--- src/hw/rtl/sparse_table_range_min_query_unit_defines.svh ---
// assertion macros for the sparse table range minimum unit
// used by the top level only; expects clk and rst in scope
`ifndef SPARSE_TABLE_RANGE_MIN_QUERY_UNIT_DEFINES_SVH
`define SPARSE_TABLE_RANGE_MIN_QUERY_UNIT_DEFINES_SVH

`ifndef NO_ASSERTIONS
`define STRMQ_ASSERT_SAME(lbl, ante, cons, msg) \
  lbl: assert property (@(posedge clk) disable iff (rst) (ante) |-> (cons)) else $error(msg);
`define STRMQ_ASSERT_NEXT(lbl, ante, cons, msg) \
  lbl: assert property (@(posedge clk) disable iff (rst) (ante) |=> (cons)) else $error(msg);
`else
`define STRMQ_ASSERT_SAME(lbl, ante, cons, msg)
`define STRMQ_ASSERT_NEXT(lbl, ante, cons, msg)
`endif

`endif

--- src/hw/rtl/strmq_pkg.sv ---
// shared types and constants for the sparse table range minimum unit
// no dependencies
`default_nettype none

package strmq_pkg;

  localparam int MAX_ELEMENTS_DEF = 1024;
  localparam int VALUE_BITS_DEF   = 32;

  localparam int OP_W     = 2;
  localparam int POS_W    = 10;
  localparam int LEN_W    = 11;
  localparam int STATUS_W = 2;
  localparam int SPAN_W   = POS_W + 1;

  typedef enum logic [OP_W-1:0] {
    OP_LOAD  = 2'd0,
    OP_BUILD = 2'd1,
    OP_QUERY = 2'd2
  } op_t;

  typedef enum logic [STATUS_W-1:0] {
    ST_OK        = 2'd0,
    ST_BAD_RANGE = 2'd1,
    ST_NOT_BUILT = 2'd2
  } status_t;

  // controller to datapath
  typedef struct packed {
    logic    store_we;
    logic    capture;
    logic    build_init;
    logic    set_build_addr;
    logic    set_query_addr;
    logic    rd_tab;
    logic    rd_el;
    logic    tab_we;
    logic    next_entry;
    logic    next_level;
    logic    out_load;
    status_t out_status;
  } dp_cmd_t;

  // datapath to controller
  typedef struct packed {
    logic pos_in_range;
    logic in_bad_range;
    logic len_ge2;
    logic entry_more;
    logic level_more;
  } dp_stat_t;

endpackage

`default_nettype wire

--- src/hw/rtl/strmq_ctrl.sv ---
// controller: op decode, build sequencing, query steps, result handshake
// depends on strmq_pkg
`default_nettype none

module strmq_ctrl (
  input  logic                       clk,
  input  logic                       rst,
  input  logic                       cfg_we,
  input  logic                       in_valid,
  input  logic [strmq_pkg::OP_W-1:0] in_op,
  output logic                       in_ready,
  input  logic                       out_ready,
  output logic                       out_valid,
  input  strmq_pkg::dp_stat_t        stat,
  output strmq_pkg::dp_cmd_t         cmd
);

  typedef enum logic [2:0] {
    S_IDLE,
    S_SET,
    S_QLVL,
    S_RDTAB,
    S_RDEL,
    S_CMP,
    S_QOUT
  } state_t;

  state_t              state, state_next;
  logic                built, built_next;
  logic                building, building_next;
  strmq_pkg::status_t  q_status, q_status_next;
  logic                out_valid_next;
  logic                accept;
  logic                out_free;

  assign in_ready = (state == S_IDLE);
  assign accept   = in_valid && in_ready;
  assign out_free = !out_valid || out_ready;

  always_comb begin
    cmd            = '0;
    cmd.out_status = strmq_pkg::ST_OK;
    state_next     = state;
    built_next     = built;
    building_next  = building;
    q_status_next  = q_status;

    unique case (state)
      S_IDLE: begin
        if (accept) begin
          unique case (in_op)
            strmq_pkg::OP_LOAD: begin
              if (stat.pos_in_range) begin
                cmd.store_we = 1'b1;
                built_next   = 1'b0;
              end
            end
            strmq_pkg::OP_BUILD: begin
              if (stat.len_ge2) begin
                cmd.build_init = 1'b1;
                building_next  = 1'b1;
                state_next     = S_SET;
              end else begin
                // single element: only level zero, nothing to store
                built_next = 1'b1;
              end
            end
            strmq_pkg::OP_QUERY: begin
              cmd.capture   = 1'b1;
              building_next = 1'b0;
              if (!built) begin
                q_status_next = strmq_pkg::ST_NOT_BUILT;
                state_next    = S_QOUT;
              end else if (stat.in_bad_range) begin
                q_status_next = strmq_pkg::ST_BAD_RANGE;
                state_next    = S_QOUT;
              end else begin
                q_status_next = strmq_pkg::ST_OK;
                state_next    = S_QLVL;
              end
            end
            default: ;
          endcase
        end
        if (cfg_we) begin
          built_next = 1'b0;
        end
      end
      S_SET: begin
        cmd.set_build_addr = 1'b1;
        state_next         = S_RDTAB;
      end
      S_QLVL: begin
        cmd.set_query_addr = 1'b1;
        state_next         = S_RDTAB;
      end
      S_RDTAB: begin
        cmd.rd_tab = 1'b1;
        state_next = S_RDEL;
      end
      S_RDEL: begin
        cmd.rd_el  = 1'b1;
        state_next = S_CMP;
      end
      S_CMP: begin
        if (building) begin
          cmd.tab_we = 1'b1;
          if (stat.entry_more) begin
            cmd.next_entry = 1'b1;
            state_next     = S_SET;
          end else if (stat.level_more) begin
            cmd.next_level = 1'b1;
            state_next     = S_SET;
          end else begin
            built_next = 1'b1;
            state_next = S_IDLE;
          end
        end else if (out_free) begin
          cmd.out_load   = 1'b1;
          cmd.out_status = q_status;
          state_next     = S_IDLE;
        end
      end
      S_QOUT: begin
        if (out_free) begin
          cmd.out_load   = 1'b1;
          cmd.out_status = q_status;
          state_next     = S_IDLE;
        end
      end
      default: state_next = S_IDLE;
    endcase

    if (cmd.out_load) begin
      out_valid_next = 1'b1;
    end else if (out_ready) begin
      out_valid_next = 1'b0;
    end else begin
      out_valid_next = out_valid;
    end
  end

  always_ff @(posedge clk) begin
    if (rst) begin
      state     <= S_IDLE;
      built     <= 1'b0;
      building  <= 1'b0;
      q_status  <= strmq_pkg::ST_OK;
      out_valid <= 1'b0;
    end else begin
      state     <= state_next;
      built     <= built_next;
      building  <= building_next;
      q_status  <= q_status_next;
      out_valid <= out_valid_next;
    end
  end

endmodule

`default_nettype wire

--- config.mk ---
export PLATFORM = sky130hd
export DESIGN_NAME = strmq_ctrl
export DESIGN_NICKNAME = d
export VERILOG_FILES = /design/src/hw/rtl/sparse_table_range_min_query_unit_defines.svh /design/src/hw/rtl/strmq_pkg.sv /design/src/hw/rtl/strmq_ctrl.sv
export SDC_FILE = /design/constraint.sdc
export NUM_CORES = 1
export LEC_CHECK = 0
export ABC_AREA = 0
export BUFFER_PORTS_ARGS = -buffer_cell sky130_fd_sc_hd__buf_4
export CELL_PAD_IN_SITES_DETAIL_PLACEMENT = 2
export CELL_PAD_IN_SITES_GLOBAL_PLACEMENT = 2
export CORE_MARGIN = 2
export CORE_UTILIZATION = 21
export CTS_CLUSTER_SIZE = 25
export DETAILED_ROUTE_END_ITERATION = 7
export PLACE_DENSITY = 0.68
export SKIP_CTS_REPAIR_TIMING = 1
export SLEW_MARGIN = 15
export SYNTH_ARGS = -nofsm -noshare
export SYNTH_HDL_FRONTEND = slang
export SYNTH_SLANG_ARGS = --single-unit
export TNS_END_PERCENT = 20
--- constraint.sdc ---
create_clock -name clk -period 1.1 [get_ports clk]
set_input_delay 0.055 -clock clk [delete_from_list [all_inputs] [get_ports clk]]
set_output_delay 0.055 -clock clk [all_outputs]
set_load 0.02 [all_outputs]
==> results by group, run 1 <==
Run status
  – Status: finished, violations left
  – Failing checks: setup timing

Finish
  – Design area: 0.00103 mm²
  – Antenna cells: 0
  – Final #Nets: 127
  – Flip-flop and latch area: 169 µm²
  – Finished Layout Cells: 144
  – Layout cell share with drive strength beyond 1: 0.605
  – Filler cell count: 287
  – Area of the multi-input gates: 423 µm²
  – P&R area growth vs syn: 82.7%

Floorplanning
  – Core ar.: 0.00250 mm²
  – Die width: 55.8 µm
  – Row count: 18
  – Initial core utilization: 0.225
  – # IOs: 27
  – Height of the die: about 56 µm
  – DIE AREA: 0.00311 mm²

Setup path
  – Cell mode on critical path: buf_6
  – CP required: 1.04 ns
  – Setup CP Type: flop to output port
  – Crit-path max FO: 7
  – Worst-path cell chain: buf_6 > nor3_4 > and4_4 > buf_6
  – Crit path DAT: 1.46 ns
  – CP max stage delay: 0.34 ns
  – Startpoint Class: flop
  – Crit-path slowest cell: dfxtp_2
  – CP endpoint kind: output port

STA
  – Fmax: 0.658 GHz
  – Rel. slew slack: 0.777
  – Post-route setup slack: -0.419 ns
  – Clock skew: 0.00708 ns
  – Hold slack final: about 0.020 ns
  – Worst-Margin Slew: approximately 0.33 ns
  – Final period util: 1.38
  – RSZ-0062 raised after global routing: yes
  – Final Setup Violations: 21
  – Fin. Hold Viols: 0
  – Fin. max-slew vios: 0
  – Final min period: 1.52 ns

Drt
  – Post-DR wirelength/cell: 14.2 µm
  – Residual DRC: 0
  – Final ANT Viol Nets: 0
  – DR pass1 iterations: 2
  – Drt total wl: roughly 2 mm
  – Vias: 697
  – Drt via density: 4.84
  – Starting DRT DRC Count: 4

Clock network
  – Clk root buf: clkbuf_4
  – CTS Buf Count: 3
  – CTS tree: built
  – CTS clk-pin slew, worst paths: approximately 0.07 ns
  – Clk sink count: 8
  – Clock H-tree levels: 1
  – Skew-Pair Late Insertion Delay: approximately 0.26 ns
  – Max Root-Sink Buffers: 2

Synth
  – Top cells by count, synth: dfxtp_1 (8), nor2_1 (7), a21oi_1 (6)
  – Post-Syn Area: around 560 µm²
  – Synth warn: 0
  – Post-synthesis cell type count: 34
  – Mapped Cells: 68
  – Register area share after synthesis: 0.284
  – Synth Flop Type: dfxtp_1
  – Syn_area_per_cell: 8.28 µm²
  – Cell taking the most area after synthesis: dfxtp_1
  – Share of the synthesized area in the top cell type: 0.284
  – Post-synth ARST share: 0
  – Top area cells in the synthesized netlist: dfxtp_1 (28%), nor2b_1 (5.6%), a21oi_1 (5.3%)
  – Net Count, Synth: 80
  – Count of flip-flops with a built-in enable after synthesis: 0
  – Seq cells post-synth: 8
  – Most frequent cell after synthesis: dfxtp_1

Place
  – Count of buffers from port buffering: 26
  – Place WS: -0.232 ns
  – Final GP Congestion: 0.801
  – Post-DP HPWL: approximately 1.5 mm
  – DP Area: 887 µm²
  – Inst Count DP: 132

Power
  – Pleak: 0.478 nW
  – Total Power: 0.00100 W
  – Power per cell area: 977 mW/mm²
  – Maximum VDD drop: between 0.4 and 0.5 mV

Global routing
  – Vias in the first global route: 669
  – First-pass GRT wire length: 3.21 mm
  – Initial antenna violation count: 0
  – GRT Overall Usage: 0.130
  – GRT overflow: 0
  – Largest net degree at the start of global routing: 11

Flow run
  – Number of max-cap violations: 0

Min path
  – Worst hold path class: input port to flop
routing by layer:
| metal | up-vias | part of all wire | global-route usage |
|---|---|---|---|
| met5 | - | 0 | 0 |
| met1 | 344 | 0.40 | 0.152 |
| met2 | 16 | 0.55 | 0.228 |
| met3 | 2 | 0.032 | 0.0163 |
| met4 | 0 | 0.011 | 0.0732 |
| li1 | 335 | - | - |
power by group:
part	total (W)	leakage [nW]	switching, W	internal [W]
sequential	0.000337	0.0668	0.0000293	0.000307
combinational	0.000409	0.396	0.000188	0.000222
clock	0.000258	0.0150	0.000119	0.000140
total	0.00100	0.478	0.000335	0.000669
cells in the final DEF (no fill, tap or decap), drive strengths merged, types with 2 or more instances in the layout:
cell type	instances
buf	45
and4	2
o21ai	4
nor3b	4
nor2	7
a21oi	6
nand3	2
and3b	2
and2	3
clkbuf	4
nor3	2
dfxtp	8
nand2b	3
nand2	3
nor2b	6
worst max-delay path, delay by kind of cell (launching register included):
| kind | cells | cell delay, ns |
|---|---|---|
| DFF | 1 | 0.34 |
| and+or+nand+nor | 2 | 0.62 |
| buffers and inverters | 2 | 0.25 |
through the flow:
step | util | setup TNS (ns)
after global routing | 0.411 | -7.26
after floorplan | - | -1.49
after global placement | 0.355 | -1.87
after CTS | 0.365 | -6.57
after detailed placement | 0.355 | -2.47
final | 0.411 | -5.65
path summary, 6_finish.rpt:
path / depth (start not counted) / slack [ns] / start / end
worst max-delay path: 4 / -0.42 / state[0] / cmd[10]
worst min-delay path: 2 / 0.02 / rst / q_status[1]
worst max register to register: 6 / -0.30 / state[0] / state[2]
worst min register to register: 2 / 0.47 / q_status[0] / q_status[0]
cell type report:
class,count,share of cell area
Multi-Input combinational cell,55,0.411
Inverter,2,0.0122
Timing Repair Buffer,45,0.350
Sequential cell,8,0.164
Clock buffer,4,0.0255
Tap cell,30,0.0365
sequential cells by signal, indices dropped and copies added (netlist names):
name       flops
building       1
out_valid      1
built          1
q_status       2
state          3
kinds of logic (layout without fill, tap and decap cells):
kind of cell / after synthesis / count (layout) / synth area share
flops: 8 / 8 / 0.284
buf+inv: 5 / 51 / 0.0578
compound gates: 17 / 17 / 0.196
simple gates: 38 / 38 / 0.462
No activity file was read; power rests on OpenSTA's default activity.
==> run 2: changes to the inputs <==
Settings changed: BUFFER_PORTS_ARGS -buffer_cell sky130_fd_sc_hd__buf_4 to -buffer_cell sky130_fd_sc_hd__buf_2.
==> results by group, run 2 (synthesis gave the netlist of run 1 again) <==
Finish
  – Layout cell share with drive strength beyond 1: 0.602 (-0.00341)
  – Area of the multi-input gates: 417 µm² (-1.5%)
  – P&R area growth vs syn: 66.7%
  – Max FFs per register: 3 (unchanged)
  – Flip-flop and latch area: 170 µm² (+0.74%)
  – Regs by FF count: state x3, q_status x2
  – Most frequent cells in the layout: buf_4 (17), buf_2 (16), nor2_1 (6), a21oi_1 (6), buf_6 (6)
  – Finished Layout Cells: 138 (-4.2%)
  – Commonest non-fill, non-tap cell in the layout: buf_4
  – Antenna cells: 0 (unchanged)
  – Filler cell count: 283 (-1.4%)
  – Top reg by flops: state
  – Final #Nets: 121 (-4.7%)

Drt
  – Residual DRC: 0 (unchanged)
  – Starting DRT DRC Count: 5 (+1)
  – Final ANT Viol Nets: 0 (unchanged)
  – Drt via density: 4.83 (-0.29%)
  – Vias: 666 (-4.4%)
  – Drt total wl: 2.27 mm (+11%)
  – DR pass1 iterations: 2 (unchanged)
  – Post-DR wirelength/cell: 16.4 µm (+16%)

Floorplanning
  – Die width: 55.8 µm (unchanged)
  – # IOs: 27 (unchanged)
  – Height of the die: 55.8 µm (unchanged)
  – Row count: 18 (unchanged)
  – Initial core utilization: 0.225 (unchanged)
  – DIE AREA: 0.00311 mm² (unchanged)
  – Core ar.: 0.00250 mm² (unchanged)

Run status
  – Status: finished, violations left
  – Failing checks: setup timing

Clock network
  – Clk sink count: 8 (unchanged)
  – Max Root-Sink Buffers: 2 (unchanged)
  – CTS clk-pin slew, worst paths: 0.07 ns (about the same)
  – CTS Buf Count: 3 (unchanged)
  – Skew-Pair Late Insertion Delay: 0.26 ns (about the same)
  – Clock H-tree levels: 1 (unchanged)
  – CTS tree: built
  – Clk root buf: clkbuf_4

Power
  – Comb pwr share: 0.388 (-0.019)
  – Maximum VDD drop: 0.483 mV (+10%)
  – Sequential power share: 0.349 (+0.014)
  – Total Power: 0.000971 W (-3.3%)
  – Switching share of total power: 0.342 (+0.00821)
  – NetSw: 0.000332 W (-0.95%)
  – Cell-internal power: 0.000639 W (-4.5%)
  – Pleak: 0.439 nW (-8.2%)
  – Power per cell area: 1030 mW/mm² (+6.0%)
  – Clock power frac: 0.263 (+0.006)

Global routing
  – GRT Overall Usage: 0.137 (+0.00634)
  – GRT overflow: 0 (unchanged)
  – Initial antenna violation count: 0 (unchanged)
  – First-pass GRT wire length: 3.33 mm (+3.9%)
  – Vias in the first global route: 695 (+3.9%)
  – Largest net degree at the start of global routing: 12 (+1)

STA
  – Final period util: 1.39 (+0.00968)
  – Worst-Margin Slew: 0.345 ns (+0.0117 ns)
  – Fin. Hold Viols: 0 (unchanged)
  – Total negative slack: -5.80 ns (-0.150 ns)
  – Final Setup Violations: 21 (unchanged)
  – Fmax: 0.654 GHz (-0.70%)
  – Clock skew: 0.0142 ns (+0.00711 ns)
  – Post-route setup slack: -0.430 ns (-0.0106 ns)
  – RSZ-0062 raised after global routing: yes
  – Fin. max-slew vios: 0 (unchanged)
  – Rel. slew slack: 0.769 (-0.00786)
  – Final min period: 1.53 ns (+0.0106 ns)

Setup path
  – Cell mode on critical path: buf_6
  – Crit-path slowest cell: dfxtp_2
  – CP endpoint kind: output port
  – Startpoint Class: flop
  – Setup CP Type: flop to output port
  – Worst-path cell chain: buf_6 > nor3_4 > and4_4 > buf_6
  – Crit-path max FO: 6 (-1)
  – Crit path DAT: 1.47 ns (about the same)
  – CP required: 1.04 ns (about the same)
  – CP max stage delay: 0.34 ns (about the same)

Place
  – Post-DP HPWL: 1.63 mm (+8.1%)
  – Count of buffers from port buffering: 26 (unchanged)
  – Place WS: -0.340 ns (-0.108 ns)
  – Inst Count DP: 128 (-3.0%)
  – Final GP Congestion: 0.751 (-6.2%)

Min path
  – Worst hold path class: input port to flop

Flow run
  – Number of max-cap violations: 0 (unchanged)
## run 2: cell types whose count changed in the layout (fill, tap and decap cells not counted), sizes merged
cell	before	now
buf	45	39
## run 2: worst paths after layout
kind | cells past startpoint | startpoint | slack (ns) | end
max | 4 | state[0] | -0.43 | cmd[10]
min reg2reg | 2 | q_status[0] | 0.48 | q_status[0]
min | 2 | rst | 0.07 | q_status[1]
max reg2reg | 6 | state[0] | -0.40 | state[2]
## run 2: cell type report
cell class	instances	share of cell area
flip-flops and latches	8	0.181
well taps	30	0.0400
repair buffers	39	0.293
multi-input cells	55	0.444
inverters	2	0.0133
clock buffers	4	0.0280
## run 2: per-layer routing
metal / vias up / GRT usage / part of all wire
met1: 324 / 0.151 / 0.38
met2: 16 / 0.253 / 0.58
li1: 324 / - / -
met5: - / 0 / 0
met4: 0 / 0.0732 / 0.0088
met3: 2 / 0.0140 / 0.032
## run 2: worst max-delay path, delay by kind of cell (launching register included)
kind	cells	cell delay (ns)
DFF	1	0.34
and+or+nand+nor	2	0.64
buffers and inverters	2	0.24
## run 2: per-stage QoR
stage	hold slack, ns	area, µm²	util
floorplan	0.124	596	-
global placement	0.342	792	0.317
detailed placement	0.350	792	0.317
CTS	0.0636	818	0.327
global route	0.0868	938	0.375
finish	0.0680	938	0.375
## run 2: power groups by stage
stage / clock network [W] / registers (W) / logic [W]
floorplan: 0 / 0.000329 / 0.000188
global placement: 0 / 0.000338 / 0.000284
detailed placement: 0 / 0.000341 / 0.000296
CTS: 0.000271 / 0.000334 / 0.000298
global route: 0.000290 / 0.000343 / 0.000406
finish: 0.000255 / 0.000339 / 0.000377
==> run 3: changes to the inputs <==
Settings changed: ABC_AREA 0 to 1, CORE_UTILIZATION 21 to 22, CTS_CLUSTER_SIZE 25 to 10, PLACE_DENSITY 0.68 to 0.73.
Clock period 1.1 ns to 1.7 ns, I/O delays scaled along.
==> results by group, run 3 <==
Synth
  – Net Count, Synth: 125 (+56%)
  – Post-synth ARST share: 0 (unchanged)
  – Mapped Cells: 113 (+66%)
  – Top cells by count, synth: nor2_1 (22), inv_1 (20), nand2_1 (20)
  – Share of the synthesized area in the top cell type: 0.243 (-0.0411)
  – Synth Flop Type: dfxtp_1
  – Top area cells in the synthesized netlist: dfxtp_1 (24%), nor2_1 (13%), inv_1 (11%)
  – Post-Syn Area: 658 µm² (+17%)
  – Post-synthesis cell type count: 18 (-47%)
  – Syn_area_per_cell: 5.82 µm² (-30%)
  – Seq cells post-synth: 8 (unchanged)
  – Synth warn: 0 (unchanged)
  – Count of flip-flops with a built-in enable after synthesis: 0 (unchanged)
  – Most frequent cell after synthesis: nor2_1
  – Register area share after synthesis: 0.243 (-0.0411)
  – Cell taking the most area after synthesis: dfxtp_1

Setup path
  – Critical Path Source: state[2]
  – Crit path DAT: 1.46 ns (about the same)
  – CP endpoint kind: output port
  – Startpoint Class: flop
  – Reg-to-reg endpoint: q_status[1]
  – R2r setup slk: 0.52 ns (+0.92 ns)
  – CP required: 1.62 ns (+0.58 ns)
  – Crit-path max FO: 10 (+4)
  – Crit path capture: cmd[0]
  – Reg2Reg Depth: 6 (unchanged)
  – Critical R2R Launch: state[1]
  – Setup CP Type: flop to output port

STA
  – Worst-Margin Slew: 0.302 ns (-0.0432 ns)
  – Post-route setup slack: 0.150 ns (+0.580 ns)
  – Final period util: 0.912
  – Rel. slew slack: 0.798 (+0.0293)
  – Fin. Hold Viols: 0 (unchanged)
  – Fin. max-slew vios: 0 (unchanged)
  – Total negative slack: 0 ns (+5.80 ns)
  – Final Setup Violations: 0 (-100%)
  – Final min period: 1.55 ns
  – RSZ-0062 raised after global routing: no
  – Fmax: 0.645 GHz
  – Clock skew: 0.00710 ns (-0.00709 ns)

Global routing
  – First-pass GRT wire length: 3.49 mm (+4.8%)
  – GRT Overall Usage: 0.134 (-0.00296)
  – Largest net degree at the start of global routing: 11 (-1)
  – Initial antenna violation count: 0 (unchanged)
  – GRT overflow: 0 (unchanged)
  – Vias in the first global route: 787 (+13%)

Power
  – Sequential power share: 0.384 (+0.035)
  – Power per cell area: 725 mW/mm² (-30%)
  – Cell-internal power: 0.000365 W (-43%)
  – Switching share of total power: 0.399 (+0.0569)
  – Comb pwr share: 0.377 (-0.011)
  – Clock power frac: 0.239 (-0.024)
  – NetSw: 0.000243 W (-27%)
  – Maximum VDD drop: 0.269 mV (-44%)
  – Pleak: 0.461 nW (+5.0%)

Drt
  – Starting DRT DRC Count: 15 (+10)
  – DR pass1 iterations: 6 (+4)
  – Vias: 791 (+19%)
  – Drt via density: 4.63 (-4.2%)
  – Post-DR wirelength/cell: 12.6 µm (-23%)
  – Residual DRC: 4 (+4)
  – Drt total wl: 2.16 mm (-4.7%)
  – Final ANT Viol Nets: 0 (unchanged)

Finish
  – Area of the multi-input gates: 393 µm² (-5.7%)
  – Flip-flop and latch area: 164 µm² (-3.7%)
  – Top reg by flops: state
  – Commonest non-fill, non-tap cell in the layout: buf_2
  – Most frequent cells in the layout: buf_2 (26), nor2_1 (22), inv_1 (20), nand2_1 (20), nand3_1 (8)
  – Regs by FF count: state x3, q_status x2
  – Max FFs per register: 3 (unchanged)
  – Design area: 838 µm² (-11%)
  – Layout cell share with drive strength beyond 1: 0.350 (-0.252)
  – Antenna cells: 0 (unchanged)
  – P&R area growth vs syn: 27.4%
  – Final #Nets: 154 (+27%)
  – Filler cell count: 371 (+31%)

Place
  – Final GP Congestion: 0.785 (+4.5%)
  – Post-DP HPWL: 1.84 mm (+13%)
  – Count of buffers from port buffering: 26 (unchanged)
  – DP Area: 812 µm² (+2.5%)
  – Place WS: 0.240 ns (+0.580 ns)

Floorplanning
  – Die width: 58.7 µm (+5.2%)
  – DIE AREA: 0.00345 mm² (+11%)
  – # IOs: 27 (unchanged)
  – Initial core utilization: 0.235 (+0.00939)
  – Core ar.: 0.00281 mm² (+12%)
  – Height of the die: 58.7 µm (+5.2%)
  – Row count: 19 (+1)

Min path
  – Worst hold path class: input port to flop
  – Hold Path Cell Cnt: 2 (unchanged)

Clock network
  – CTS tree: built
  – Clk root buf: clkbuf_4
  – Max Root-Sink Buffers: 2 (unchanged)
  – Skew-Pair Late Insertion Delay: 0.25 ns (about the same)
  – CTS Buf Count: 3 (unchanged)
  – CTS clk-pin slew, worst paths: 0.06 ns (about the same)
  – Clk sink count: 8 (unchanged)
  – Clock H-tree levels: 1 (unchanged)

Run status
  – Failing checks: DRC
  – Status: finished, violations left

Flow run
  – Number of max-cap violations: 0 (unchanged)
-- run 3: logic make-up after synthesis --
kind of cell | after synthesis | share of synthesized area
flops | 8 | 0.243
simple gates | 68 | 0.513
compound gates | 11 | 0.0836
buf+inv | 26 | 0.160
-- run 3: layer usage --
metal,part of all wire,global-route usage,routed length [µm]
met5,0,0,0
met4,0.0060,0.0682,13
met3,0.057,0.0198,123
met2,0.48,0.226,1050
met1,0.45,0.164,979
-- run 3: power groups by stage --
stage	combinational [W]	sequential [W]	clock, W
after floorplan	0.000168	0.000225	0
after global placement	0.000225	0.000233	0
after detailed placement	0.000232	0.000236	0
after CTS	0.000233	0.000232	0.000155
after global routing	0.000262	0.000236	0.000171
final	0.000229	0.000233	0.000145
-- run 3: how the worst min path moves through the flow --
stage	to	startpoint	slack (ns)
6_report	building	rst	0.02
5_1_grt	building	rst	0.007
4_1_cts	building	rst	0.007
3_5_place_dp	building	rst	0.29
3_3_place_gp	building	rst	0.29
2_1_floorplan	building	rst	0.15
-- run 3: per-stage QoR --
| stage | hold slack (ns) | instances | util | power (W) |
|---|---|---|---|---|
| global placement | 0.286 | 168 | 0.289 | 0.000459 |
| global route | 0.00685 | 171 | 0.299 | 0.000669 |
| detailed placement | 0.285 | 168 | 0.289 | 0.000468 |
| floorplan | 0.154 | 113 | - | 0.000392 |
| CTS | 0.00671 | 171 | 0.298 | 0.000620 |
| finish | 0.0166 | 171 | 0.299 | 0.000608 |
-- run 3: cell type report --
class / count / area share
clock buffers: 3 / 0.0269
flip-flops and latches: 8 / 0.196
well taps: 31 / 0.0463
multi-input cells: 79 / 0.469
inverters: 24 / 0.107
repair buffers: 26 / 0.155
-- run 3: critical path, stage by stage (launching register included) --
cell     delay (ns)
dfxtp_2        0.46
nand3_2        0.17
nor2_4         0.13
nor2_4         0.05
nor2_4         0.11
inv_2          0.04
nor2_1         0.08
buf_2          0.17
